===== config.mk =====
export PLATFORM = sky130hd
export DESIGN_NAME = flash_ring_queue_pointers_flat
export DESIGN_NICKNAME = d
export VERILOG_FILES = /design/src/hw/rtl/frqp_pkg.sv /design/src/hw/rtl/frqp_if.sv /design/src/hw/rtl/frqp_ctrl.sv /design/src/hw/rtl/frqp_dp.sv /design/src/hw/rtl/flash_ring_queue_pointers.sv /design/src/flat_wrapper.sv
export SDC_FILE = /design/constraint.sdc
export NUM_CORES = 1
export LEC_CHECK = 0
export ABC_AREA = 1
export BUFFER_PORTS_ARGS = -buffer_cell sky130_fd_sc_hd__buf_2
export CELL_PAD_IN_SITES_DETAIL_PLACEMENT = 2
export CELL_PAD_IN_SITES_GLOBAL_PLACEMENT = 2
export CORE_MARGIN = 1
export CORE_UTILIZATION = 39
export CTS_CLUSTER_SIZE = 20
export DETAILED_ROUTE_END_ITERATION = 6
export GPL_TIMING_DRIVEN = 0
export PLACE_DENSITY = 0.95
export SLEW_MARGIN = 20
export SYNTH_ARGS = -nofsm -noshare
export SYNTH_HDL_FRONTEND = slang
export SYNTH_SLANG_ARGS = --single-unit

===== constraint.sdc =====
create_clock -name clk -period 15.2 [get_ports clk]
set_input_delay 0.76 -clock clk [delete_from_list [all_inputs] [get_ports clk]]
set_output_delay 0.76 -clock clk [all_outputs]
set_load 0.1 [all_outputs]

===== src/hw/rtl/frqp_pkg.sv =====
// Shared constants, codes and types for the flash ring queue pointer block.
// Used by the channel interfaces, the controller, the datapath and the top level.
package frqp_pkg;

  localparam int SUBSECTION_BYTES  = 4096;
  localparam int SUB_LOG2          = 12;
  localparam int FLASH_SUBSECTIONS = 256;
  localparam int BASE_MAX          = FLASH_SUBSECTIONS - 3;
  localparam int REGION_BYTES      = 2 * SUBSECTION_BYTES;

  localparam int ADDR_W     = 20;
  localparam int PTR_W      = ADDR_W + 1;
  localparam int LEN_W      = 14;
  localparam int CNT_W      = 14;
  localparam int CMD_W      = 3;
  localparam int BATCH_W    = 16;
  localparam int BASE_W     = 8;
  localparam int ESL_W      = 3;
  localparam int ES_W       = 8;
  localparam int CFG_IDX_W  = 2;
  localparam int CFG_DATA_W = 8;

  localparam logic [CMD_W-1:0] CMD_RESET = 3'd0;
  localparam logic [CMD_W-1:0] CMD_ENQ   = 3'd1;
  localparam logic [CMD_W-1:0] CMD_DEQ   = 3'd2;
  localparam logic [CMD_W-1:0] CMD_PEEK  = 3'd3;
  localparam logic [CMD_W-1:0] CMD_BATCH = 3'd4;

  localparam logic [CFG_IDX_W-1:0] REG_BASE = 2'd0;
  localparam logic [CFG_IDX_W-1:0] REG_ESL  = 2'd1;

  localparam logic [BASE_W-1:0] RST_BASE = 8'd0;
  localparam logic [ESL_W-1:0]  RST_ESL  = 3'd4;

  typedef enum logic [1:0] {
    OP_NONE  = 2'd0,
    OP_ERASE = 2'd1,
    OP_WRITE = 2'd2,
    OP_READ  = 2'd3
  } mem_op_t;

  typedef enum logic [2:0] {
    ST_IDLE,
    ST_EXEC,
    ST_COUNT,
    ST_SEND1,
    ST_SEND2
  } state_t;

  typedef struct packed {
    mem_op_t           op;
    logic [ADDR_W-1:0] addr;
    logic [LEN_W-1:0]  len;
  } slot_t;

  typedef struct packed {
    logic load;
    logic exec;
    logic count;
    logic sel;
  } ctl_cmd_t;

  typedef struct packed {
    logic two;
  } ctl_sts_t;

endpackage


===== src/hw/rtl/frqp_if.sv =====
// Valid/ready channel interfaces: command input, flash command output, register write.
// Depends on frqp_pkg for field widths.
interface frqp_in_if;
  logic                          valid;
  logic                          ready;
  logic [frqp_pkg::CMD_W-1:0]    cmd;
  logic [frqp_pkg::BATCH_W-1:0]  batch_count;
  modport source (output valid, cmd, batch_count, input ready);
  modport sink (input valid, cmd, batch_count, output ready);
endinterface

interface frqp_out_if;
  logic                         valid;
  logic                         ready;
  logic [1:0]                   mem_op;
  logic [frqp_pkg::ADDR_W-1:0]  mem_addr;
  logic [frqp_pkg::LEN_W-1:0]   mem_len;
  logic                         success;
  logic [frqp_pkg::CNT_W-1:0]   moved_count;
  logic [frqp_pkg::CNT_W-1:0]   stored_count;
  logic                         last;
  modport source (output valid, mem_op, mem_addr, mem_len, success, moved_count,
                  stored_count, last, input ready);
  modport sink (input valid, mem_op, mem_addr, mem_len, success, moved_count,
                stored_count, last, output ready);
endinterface

interface frqp_cfg_if;
  logic                            valid;
  logic                            ready;
  logic [frqp_pkg::CFG_IDX_W-1:0]  index;
  logic [frqp_pkg::CFG_DATA_W-1:0] data;
  modport source (output valid, index, data, input ready);
  modport sink (input valid, index, data, output ready);
endinterface


===== src/hw/rtl/frqp_ctrl.sv =====
// Sequencer: takes a command word, runs update and count steps, sends one or two words.
// Depends on frqp_pkg.
module frqp_ctrl (
  input  logic               clk,
  input  logic               rst,
  input  logic               in_valid,
  output logic               in_ready,
  output logic               out_valid,
  input  logic               out_ready,
  output logic               out_last,
  output frqp_pkg::ctl_cmd_t ctl,
  input  frqp_pkg::ctl_sts_t sts
);
  import frqp_pkg::*;

  state_t state, state_next;

  always_ff @(posedge clk) begin
    if (rst) begin
      state <= ST_IDLE;
    end else begin
      state <= state_next;
    end
  end

  always_comb begin
    state_next = state;
    case (state)
      ST_IDLE: begin
        if (in_valid) state_next = ST_EXEC;
      end
      ST_EXEC:  state_next = ST_COUNT;
      ST_COUNT: state_next = ST_SEND1;
      ST_SEND1: begin
        if (out_ready) state_next = sts.two ? ST_SEND2 : ST_IDLE;
      end
      ST_SEND2: begin
        if (out_ready) state_next = ST_IDLE;
      end
      default: state_next = ST_IDLE;
    endcase
  end

  always_comb begin
    in_ready  = 1'b0;
    out_valid = 1'b0;
    out_last  = 1'b0;
    ctl       = '0;
    case (state)
      ST_IDLE: begin
        in_ready = 1'b1;
        ctl.load = in_valid;
      end
      ST_EXEC:  ctl.exec = 1'b1;
      ST_COUNT: ctl.count = 1'b1;
      ST_SEND1: begin
        out_valid = 1'b1;
        out_last  = !sts.two;
      end
      ST_SEND2: begin
        out_valid = 1'b1;
        out_last  = 1'b1;
        ctl.sel   = 1'b1;
      end
      default: ;
    endcase
  end

endmodule


===== src/hw/rtl/frqp_dp.sv =====
// Datapath: region registers, read/write pointers, wrapped flag, element count and result slots.
// Depends on frqp_pkg; driven by frqp_ctrl commands.
module frqp_dp (
  input  logic                            clk,
  input  logic                            rst,
  input  frqp_pkg::ctl_cmd_t              ctl,
  output frqp_pkg::ctl_sts_t              sts,
  input  logic                            cfg_we,
  input  logic [frqp_pkg::CFG_IDX_W-1:0]  cfg_index,
  input  logic [frqp_pkg::CFG_DATA_W-1:0] cfg_data,
  input  logic [frqp_pkg::CMD_W-1:0]      cmd,
  input  logic [frqp_pkg::BATCH_W-1:0]    batch_count,
  output logic [1:0]                      mem_op,
  output logic [frqp_pkg::ADDR_W-1:0]     mem_addr,
  output logic [frqp_pkg::LEN_W-1:0]      mem_len,
  output logic                            success,
  output logic [frqp_pkg::CNT_W-1:0]      moved_count,
  output logic [frqp_pkg::CNT_W-1:0]      stored_count
);
  import frqp_pkg::*;

  function automatic logic [PTR_W-1:0] region_lo(input logic [BASE_W-1:0] b);
    logic [BASE_W:0] bc;
    bc = (b > BASE_W'(BASE_MAX)) ? (BASE_W+1)'(BASE_MAX) : {1'b0, b};
    return PTR_W'(bc + 9'd1) << SUB_LOG2;
  endfunction

  function automatic logic [PTR_W-1:0] wrap_rd(input logic [PTR_W-1:0] p,
                                               input logic [PTR_W-1:0] w,
                                               input logic [PTR_W-1:0] lo,
                                               input logic [PTR_W-1:0] hi);
    return (p >= hi && w != hi) ? lo : p;
  endfunction

  logic [ESL_W-1:0]   esl;
  logic [PTR_W-1:0]   lo;
  logic [PTR_W-1:0]   hi;
  logic [PTR_W-1:0]   rd_ptr;
  logic [PTR_W-1:0]   wr_ptr;
  logic               wrapped;
  logic [CNT_W-1:0]   stored;
  logic [CMD_W-1:0]   cmd_q;
  logic [BATCH_W-1:0] want;
  slot_t              slot0;
  slot_t              slot1;
  logic               two;
  logic               ok;
  logic [CNT_W-1:0]   moved;

  logic [PTR_W-1:0]   lo_new;
  logic [PTR_W-1:0]   rd_next;
  logic [PTR_W-1:0]   wr_next;
  logic               wrapped_next;
  slot_t              slot0_next;
  slot_t              slot1_next;
  logic               two_next;
  logic               ok_next;
  logic [CNT_W-1:0]   moved_next;
  logic [CNT_W-1:0]   stored_next;

  logic [ES_W-1:0]    es;
  logic [PTR_W-1:0]   es_p;
  logic               empty;
  logic               at_end;
  logic               wr_wrap;
  logic [PTR_W-1:0]   w1;
  logic [PTR_W-1:0]   r1;
  logic               wr1;
  logic               erase;
  logic [PTR_W-1:0]   sub;
  logic [PTR_W-1:0]   nxt;
  logic [CNT_W-1:0]   have;
  logic [CNT_W-1:0]   cnt;
  logic [LEN_W-1:0]   len;
  logic [LEN_W-1:0]   first;
  logic [LEN_W-1:0]   rest;
  logic [PTR_W-1:0]   r_mid;
  logic [PTR_W-1:0]   diff;

  assign es   = ES_W'(1) << esl;
  assign es_p = PTR_W'(es);
  assign hi   = lo + PTR_W'(REGION_BYTES);
  assign sts.two = two;

  assign lo_new = (cfg_index == REG_BASE) ? region_lo(cfg_data) : lo;

  always_comb begin
    diff = wr_ptr - rd_ptr;
    if (wr_ptr >= rd_ptr) begin
      stored_next = CNT_W'(diff) >> esl;
    end else begin
      stored_next = (CNT_W'(REGION_BYTES) - CNT_W'(rd_ptr - wr_ptr)) >> esl;
    end
  end

  always_comb begin
    empty   = (rd_ptr == wr_ptr);
    at_end  = (rd_ptr == hi) && (wr_ptr == hi);
    wr_wrap = (wr_ptr + es_p) > hi;
    w1      = wr_wrap ? lo : wr_ptr;
    wr1     = wr_wrap | wrapped;
    r1      = (wr_wrap && at_end) ? lo : rd_ptr;
    erase   = w1[SUB_LOG2-1:0] < SUB_LOG2'(es);
    sub     = {w1[PTR_W-1:SUB_LOG2], {SUB_LOG2{1'b0}}};
    nxt     = sub + PTR_W'(SUBSECTION_BYTES);
    have    = empty ? '0 : stored;
    cnt     = ({2'b00, have} < want) ? have : want[CNT_W-1:0];
    len     = LEN_W'(cnt) << esl;
    first   = LEN_W'(hi - rd_ptr);
    rest    = len - first;
    r_mid   = wrap_rd(hi, wr_ptr, lo, hi);

    rd_next      = rd_ptr;
    wr_next      = wr_ptr;
    wrapped_next = wrapped;
    slot0_next   = '{op: OP_NONE, addr: '0, len: '0};
    slot1_next   = '{op: OP_NONE, addr: '0, len: '0};
    two_next     = 1'b0;
    ok_next      = 1'b1;
    moved_next   = '0;

    case (cmd_q)
      CMD_RESET: begin
        rd_next      = lo;
        wr_next      = lo;
        wrapped_next = 1'b0;
      end
      CMD_ENQ: begin
        wrapped_next = wr1;
        wr_next      = w1 + es_p;
        rd_next      = r1;
        slot1_next   = '{op: OP_WRITE, addr: ADDR_W'(w1), len: LEN_W'(es)};
        if (erase) begin
          two_next   = 1'b1;
          slot0_next = '{op: OP_ERASE, addr: ADDR_W'(sub), len: '0};
          if (wr1 && !at_end && r1 >= sub && r1 < nxt) begin
            rd_next = wrap_rd(nxt, w1, lo, hi);
          end
        end else begin
          slot0_next = slot1_next;
        end
      end
      CMD_DEQ, CMD_PEEK: begin
        if (empty) begin
          ok_next = 1'b0;
        end else begin
          slot0_next = '{op: OP_READ, addr: ADDR_W'(rd_ptr), len: LEN_W'(es)};
          if (cmd_q == CMD_DEQ) begin
            rd_next = wrap_rd(rd_ptr + es_p, wr_ptr, lo, hi);
          end
        end
      end
      CMD_BATCH: begin
        if (cnt != '0) begin
          moved_next = cnt;
          if ((rd_ptr + PTR_W'(len)) > hi) begin
            two_next   = 1'b1;
            slot0_next = '{op: OP_READ, addr: ADDR_W'(rd_ptr), len: first};
            slot1_next = '{op: OP_READ, addr: ADDR_W'(r_mid), len: rest};
            rd_next    = wrap_rd(r_mid + PTR_W'(rest), wr_ptr, lo, hi);
          end else begin
            slot0_next = '{op: OP_READ, addr: ADDR_W'(rd_ptr), len: len};
            rd_next    = wrap_rd(rd_ptr + PTR_W'(len), wr_ptr, lo, hi);
          end
        end
      end
      default: ;
    endcase
  end

  always_ff @(posedge clk) begin
    if (rst) begin
      esl     <= RST_ESL;
      lo      <= region_lo(RST_BASE);
      rd_ptr  <= region_lo(RST_BASE);
      wr_ptr  <= region_lo(RST_BASE);
      wrapped <= 1'b0;
      stored  <= '0;
    end else if (cfg_we && (cfg_index == REG_BASE || cfg_index == REG_ESL)) begin
      if (cfg_index == REG_ESL) esl <= cfg_data[ESL_W-1:0];
      lo      <= lo_new;
      rd_ptr  <= lo_new;
      wr_ptr  <= lo_new;
      wrapped <= 1'b0;
      stored  <= '0;
    end else if (ctl.exec) begin
      rd_ptr  <= rd_next;
      wr_ptr  <= wr_next;
      wrapped <= wrapped_next;
    end else if (ctl.count) begin
      stored <= stored_next;
    end
  end

  always_ff @(posedge clk) begin
    if (ctl.load) begin
      cmd_q <= cmd;
      want  <= batch_count;
    end
    if (ctl.exec) begin
      slot0 <= slot0_next;
      slot1 <= slot1_next;
      two   <= two_next;
      ok    <= ok_next;
      moved <= moved_next;
    end
  end

  always_comb begin
    mem_op       = ctl.sel ? slot1.op : slot0.op;
    mem_addr     = ctl.sel ? slot1.addr : slot0.addr;
    mem_len      = ctl.sel ? slot1.len : slot0.len;
    success      = ok;
    moved_count  = moved;
    stored_count = stored;
  end

endmodule


===== src/hw/rtl/flash_ring_queue_pointers.sv =====
// Flash ring queue pointers: takes a command word, updates the pointers, then recounts.
// The first result word is sent after the recount; a command with two words sends one more.
// The controller takes one command at a time and accepts no new one until its last result
// word is taken; rsp not ready stalls it. Synchronous active-high reset puts the
// region at base subsection 0, element size 16 bytes, both pointers at region start, unwrapped.
module flash_ring_queue_pointers (
  input logic       clk,
  input logic       rst,
  frqp_in_if.sink   req,
  frqp_out_if.source rsp,
  frqp_cfg_if.sink  cfg
);
  import frqp_pkg::*;

  ctl_cmd_t ctl;
  ctl_sts_t sts;

  assign cfg.ready = 1'b1;

  frqp_ctrl u_ctrl (
    .clk       (clk),
    .rst       (rst),
    .in_valid  (req.valid),
    .in_ready  (req.ready),
    .out_valid (rsp.valid),
    .out_ready (rsp.ready),
    .out_last  (rsp.last),
    .ctl       (ctl),
    .sts       (sts)
  );

  frqp_dp u_dp (
    .clk          (clk),
    .rst          (rst),
    .ctl          (ctl),
    .sts          (sts),
    .cfg_we       (cfg.valid && cfg.ready),
    .cfg_index    (cfg.index),
    .cfg_data     (cfg.data),
    .cmd          (req.cmd),
    .batch_count  (req.batch_count),
    .mem_op       (rsp.mem_op),
    .mem_addr     (rsp.mem_addr),
    .mem_len      (rsp.mem_len),
    .success      (rsp.success),
    .moved_count  (rsp.moved_count),
    .stored_count (rsp.stored_count)
  );

  a_no_take_while_sending: assert property (@(posedge clk) disable iff (rst)
    rsp.valid |-> !req.ready)
    else $error("command taken while a result word is pending");

  a_idle_after_last: assert property (@(posedge clk) disable iff (rst)
    rsp.valid && rsp.ready && rsp.last |=> req.ready && !rsp.valid)
    else $error("not idle after final result word");

  a_none_is_blank: assert property (@(posedge clk) disable iff (rst)
    rsp.valid && rsp.mem_op == OP_NONE |-> rsp.mem_addr == '0 && rsp.mem_len == '0)
    else $error("no-op word carries address or length");

  a_not_last_is_split: assert property (@(posedge clk) disable iff (rst)
    rsp.valid && !rsp.last |-> rsp.mem_op == OP_ERASE || rsp.mem_op == OP_READ)
    else $error("first of two words is neither erase nor split read");

endmodule


===== src/flat_wrapper.sv =====
// flat-port wrapper written by rule: the top's interface ports become plain ports
module flash_ring_queue_pointers_flat import frqp_pkg::*;
  (clk, rst, req_valid, req_cmd, req_batch_count, req_ready, rsp_valid, rsp_mem_op, rsp_mem_addr, rsp_mem_len, rsp_success, rsp_moved_count, rsp_stored_count, rsp_last, rsp_ready, cfg_valid, cfg_index, cfg_data, cfg_ready);
  frqp_in_if req_i ();
  frqp_out_if rsp_i ();
  frqp_cfg_if cfg_i ();
  input logic clk;
  input logic rst;
  input wire logic [$bits(req_i.valid)-1:0] req_valid;
  input wire logic [$bits(req_i.cmd)-1:0] req_cmd;
  input wire logic [$bits(req_i.batch_count)-1:0] req_batch_count;
  output wire logic [$bits(req_i.ready)-1:0] req_ready;
  output wire logic [$bits(rsp_i.valid)-1:0] rsp_valid;
  output wire logic [$bits(rsp_i.mem_op)-1:0] rsp_mem_op;
  output wire logic [$bits(rsp_i.mem_addr)-1:0] rsp_mem_addr;
  output wire logic [$bits(rsp_i.mem_len)-1:0] rsp_mem_len;
  output wire logic [$bits(rsp_i.success)-1:0] rsp_success;
  output wire logic [$bits(rsp_i.moved_count)-1:0] rsp_moved_count;
  output wire logic [$bits(rsp_i.stored_count)-1:0] rsp_stored_count;
  output wire logic [$bits(rsp_i.last)-1:0] rsp_last;
  input wire logic [$bits(rsp_i.ready)-1:0] rsp_ready;
  input wire logic [$bits(cfg_i.valid)-1:0] cfg_valid;
  input wire logic [$bits(cfg_i.index)-1:0] cfg_index;
  input wire logic [$bits(cfg_i.data)-1:0] cfg_data;
  output wire logic [$bits(cfg_i.ready)-1:0] cfg_ready;
  assign req_i.valid = req_valid;
  assign req_i.cmd = req_cmd;
  assign req_i.batch_count = req_batch_count;
  assign req_ready = req_i.ready;
  assign rsp_valid = rsp_i.valid;
  assign rsp_mem_op = rsp_i.mem_op;
  assign rsp_mem_addr = rsp_i.mem_addr;
  assign rsp_mem_len = rsp_i.mem_len;
  assign rsp_success = rsp_i.success;
  assign rsp_moved_count = rsp_i.moved_count;
  assign rsp_stored_count = rsp_i.stored_count;
  assign rsp_last = rsp_i.last;
  assign rsp_i.ready = rsp_ready;
  assign cfg_i.valid = cfg_valid;
  assign cfg_i.index = cfg_index;
  assign cfg_i.data = cfg_data;
  assign cfg_ready = cfg_i.ready;
  flash_ring_queue_pointers u_core (.clk(clk), .rst(rst), .req(req_i), .rsp(rsp_i), .cfg(cfg_i));
endmodule

==> impl_metrics.csv <==
group,metric,value,unit
clock_tree,hold_buffers,0,
synth,syn_nets,3581,
clock_tree,numCtsBuffers,17,
power,power_density,238,nW/um^2
worst_setup_path,worstPathRequired,15.65,ns
synth,yosysTopAreaCell,"edfxtp_1",
power,p_leak,11.8,nW
grt,grt_overflow,0,
layout,layout-drive-gt1-share,0.0969,
clock_tree,clk_pin_slew_worst_paths,0.11,ns
worst_setup_path,end_kind,"flop",
layout,fin_cells,4184,
sta,worst-slew-pin-transition,1.29,ns
power,comb_power_share,0.763,
worst_setup_path,startpoint_type,"flop",
routing,wire_per_inst,31.0,um
place,pre_cts_ws,2.06,ns
worst_setup_path,path_class,"flop to flop",
power,switching_power,3.70,mW
sta,rsz0062_at_grt,"no",
flow_run,max-cap-violations,0,
synth,yosys_warnings,0,
grt,grt_pass1_wl,187,mm
synth,netlist_top_cells_count,"nand2_1, inv_1, nand3_1",
synth,synthArstFlopShare,0,
sta,timing.fmax,72.0,MHz
clock_tree,clock-root-buffer,"clkbuf_16",
place,placed_cells,4151,
clock_tree,post_cts_resize_count,0,
sta,setup_viol,0,
clock_tree,htree_levels,4,
clock_tree,clk_latency,0.53,ns
sta,hold_viol,0,
clock_tree,postCtsSetupBuffers,0,
floorplan,die_h,241,um
sta,tns,0,ns
routing,drc,0,
sta,maxSlewHeadroom,0.128,
floorplan,die_w,241,um
status,outcome,"complete, no violations",
clock_tree,cts_tree,"yes",
grt,grt_start_max_net_pins,22,
worst_setup_path,crit_arrival,14.34,ns
worst_setup_path,cpLargestDelayFamily,"compound AO/OA/AOI/OAI gates",
clock_tree,clock_sinks,191,
clock_tree,ctsLongestPathBuffers,2,
grt,grt_pass1_vias,28204,
power,intPower,2.12,mW
layout,syn_to_final_growth,9.78,%
layout,fin_nets,3713,
sta,layout_setup_ws,1.31,ns
floorplan,fp.coreArea,56400,um^2
synth,synth-main-ff-cell,"edfxtp_1",
sta,slew_viol_final,0,
worst_setup_path,crit_slowest_cell,"a21oi_1",
sta,skew,0.0327,ns
synth,synth_top_area_share,0.145,
worst_setup_path,crit_fanout,10,
floorplan,dieArea,57900,um^2
worst_hold_path,hp-class,"input pin to flop",
synth,syn-instance-count,3282,
routing,drtAntennaViolNets,0,
place,place_congestion,0.985,
power,sequentialPowerShare,0.150,
power,sw_frac_of_total,0.636,
worst_setup_path,critPathBufInv,9,
power,clkPwrFrac,0.087,
floorplan,start_util,0.394,
worst_setup_path,crit_top_cell,"nand2_1",
place,dp.final_hpwl,103,mm
synth,synthMostInstantiatedCell,"nand2_1",
worst_setup_path,critical_path.max_stage_delay,0.85,ns
synth,yosys_register_bits,191,
synth,synth_edf_count,107,
place,port_buffers,100,
synth,ys_seq_area_frac,0.220,
routing,num_vias,26196,
sta,fin_crit,13.89,ns
layout,utilization,0.433,
floorplan,io_pins,103,
synth,synth_cell_types,61,
routing,dr.first_iter.drc_count,2109,
sta,fin_crit_sh,0.914,
routing,vias_per_cell,6.26,
routing,drt-total-wl,130,mm
power,ir_worst_vdd,0.000161,V
grt,track_usage,0.444,
synth,syn-cell-area,22200,um^2
routing,first_pass_iters,5,
synth,synth_area_leaders,"edfxtp_1, ha_1, nand2_1, dfxtp_1, nand3_1",
floorplan,num_rows,87,
sta,hold_slack,0.409,ns
grt,antenna_found_initial,7,
synth,syn_area_per_cell,6.77,um^2
per-stage QoR:
step | instance area [um^2] | power (mW)
6_report | 24400 | 5.81
5_1_grt | 24400 | 6.09
4_1_cts | 24400 | 5.66
3_5_place_dp | 23800 | 5.10
3_3_place_gp | 23700 | 4.80
2_1_floorplan | 22200 | 3.71
cell type report:
cell class / count / area (um^2)
Fill cell: 6885 / 32000
Multi-Input combinational cell: 2540 / 15200
Sequential cell: 191 / 4890
Inverter: 426 / 1600
Tap cell: 756 / 946
Timing Repair Buffer: 113 / 602
Buffer: 125 / 589
Clock buffer: 17 / 425
Clock inverter: 15 / 181
Antenna cell: 1 / 2.50
flip-flops by register name, indices dropped and copies added (netlist names):
signal and count:
u_core.u_dp.slot0 36, u_core.u_dp.slot1 36, u_core.u_dp.lo 21, u_core.u_dp.rd_ptr 21, u_core.u_dp.wr_ptr 21, u_core.u_dp.want 16
u_core.u_dp.moved_count 14, u_core.u_dp.stored_count 14, u_core.u_ctrl.state 3, u_core.u_dp.cmd_q 3, u_core.u_dp.esl 3, u_core.u_dp.sts 1
u_core.u_dp.success 1, u_core.u_dp.wrapped 1
power groups by stage:
stage / Combinational, mW / Sequential, mW / Clock (mW)
2_1_floorplan: 2.76 / 0.947 / 0
5_1_grt: 4.71 / 0.875 / 0.513
6_report: 4.43 / 0.874 / 0.505
4_1_cts: 4.30 / 0.862 / 0.499
3_3_place_gp: 3.92 / 0.885 / 0
3_5_place_dp: 4.23 / 0.866 / 0
kinds of logic after synthesis:
kind of cell               count (synthesis)  synth area share
other                                      1          0.000169
buffers and inverters                    551            0.0985
muxes                                     37            0.0187
and+or+nand+nor                         1436             0.281
adders and majority gates                265             0.156
DFF                                      191             0.220
xor gates and xnor gates                 133            0.0524
AOI/OAI and AO/OA                        668             0.173
layout by cell type, fill, tap and decap left out, drive strengths merged, types with 8 or more instances in the layout:
master  count
o221ai      8
nor4       11
edfxtp    107
o211ai     54
or2         9
a211oi     14
inv       420
dfxtp      84
nand2     783
ha        245
xnor2      40
o21ai     216
clkinv     19
nand3     307
a31oi      14
fa         20
clkbuf     90
nor3       26
o22ai      20
nand4      34
a21oi     284
o21bai     21
buf       165
a221oi     10
xor2       93
mux2       36
nor2      251
worst register-to-register path: cells and delay by family (launching register included):
| kind | cells | cell delay [ns] |
|---|---|---|
| adders and majority gates | 5 | 1.95 |
| xor gates and xnor gates | 1 | 0.62 |
| AOI/OAI and AO/OA | 14 | 4.36 |
| buffers and inverters | 9 | 2.01 |
| DFF | 1 | 0.63 |
| and+or+nand+nor | 27 | 4.27 |
path summary, 6_finish.rpt:
path                          startpoint                      to  slack [ns]  depth (start not counted)
setup / recovery  u_core.u_dp.rd_ptr[18]  u_core.u_dp.rd_ptr[12]        1.31                         56
hold / removal                req_cmd[2]    u_core.u_dp.cmd_q[2]        0.41                          1
setup reg to reg  u_core.u_dp.rd_ptr[18]  u_core.u_dp.rd_ptr[12]        1.31                         56
hold reg to reg      u_core.u_dp.wrapped     u_core.u_dp.wrapped        0.54                          2
layer usage:
metal,vias up,GRT usage,share of wire
li1,11291,-,-
met1,13069,0.510,0.39
met2,1276,0.728,0.46
met3,552,0.0826,0.068
met4,8,0.348,0.087
met5,-,0,0.00042
(Power assumes the default switching activity.)
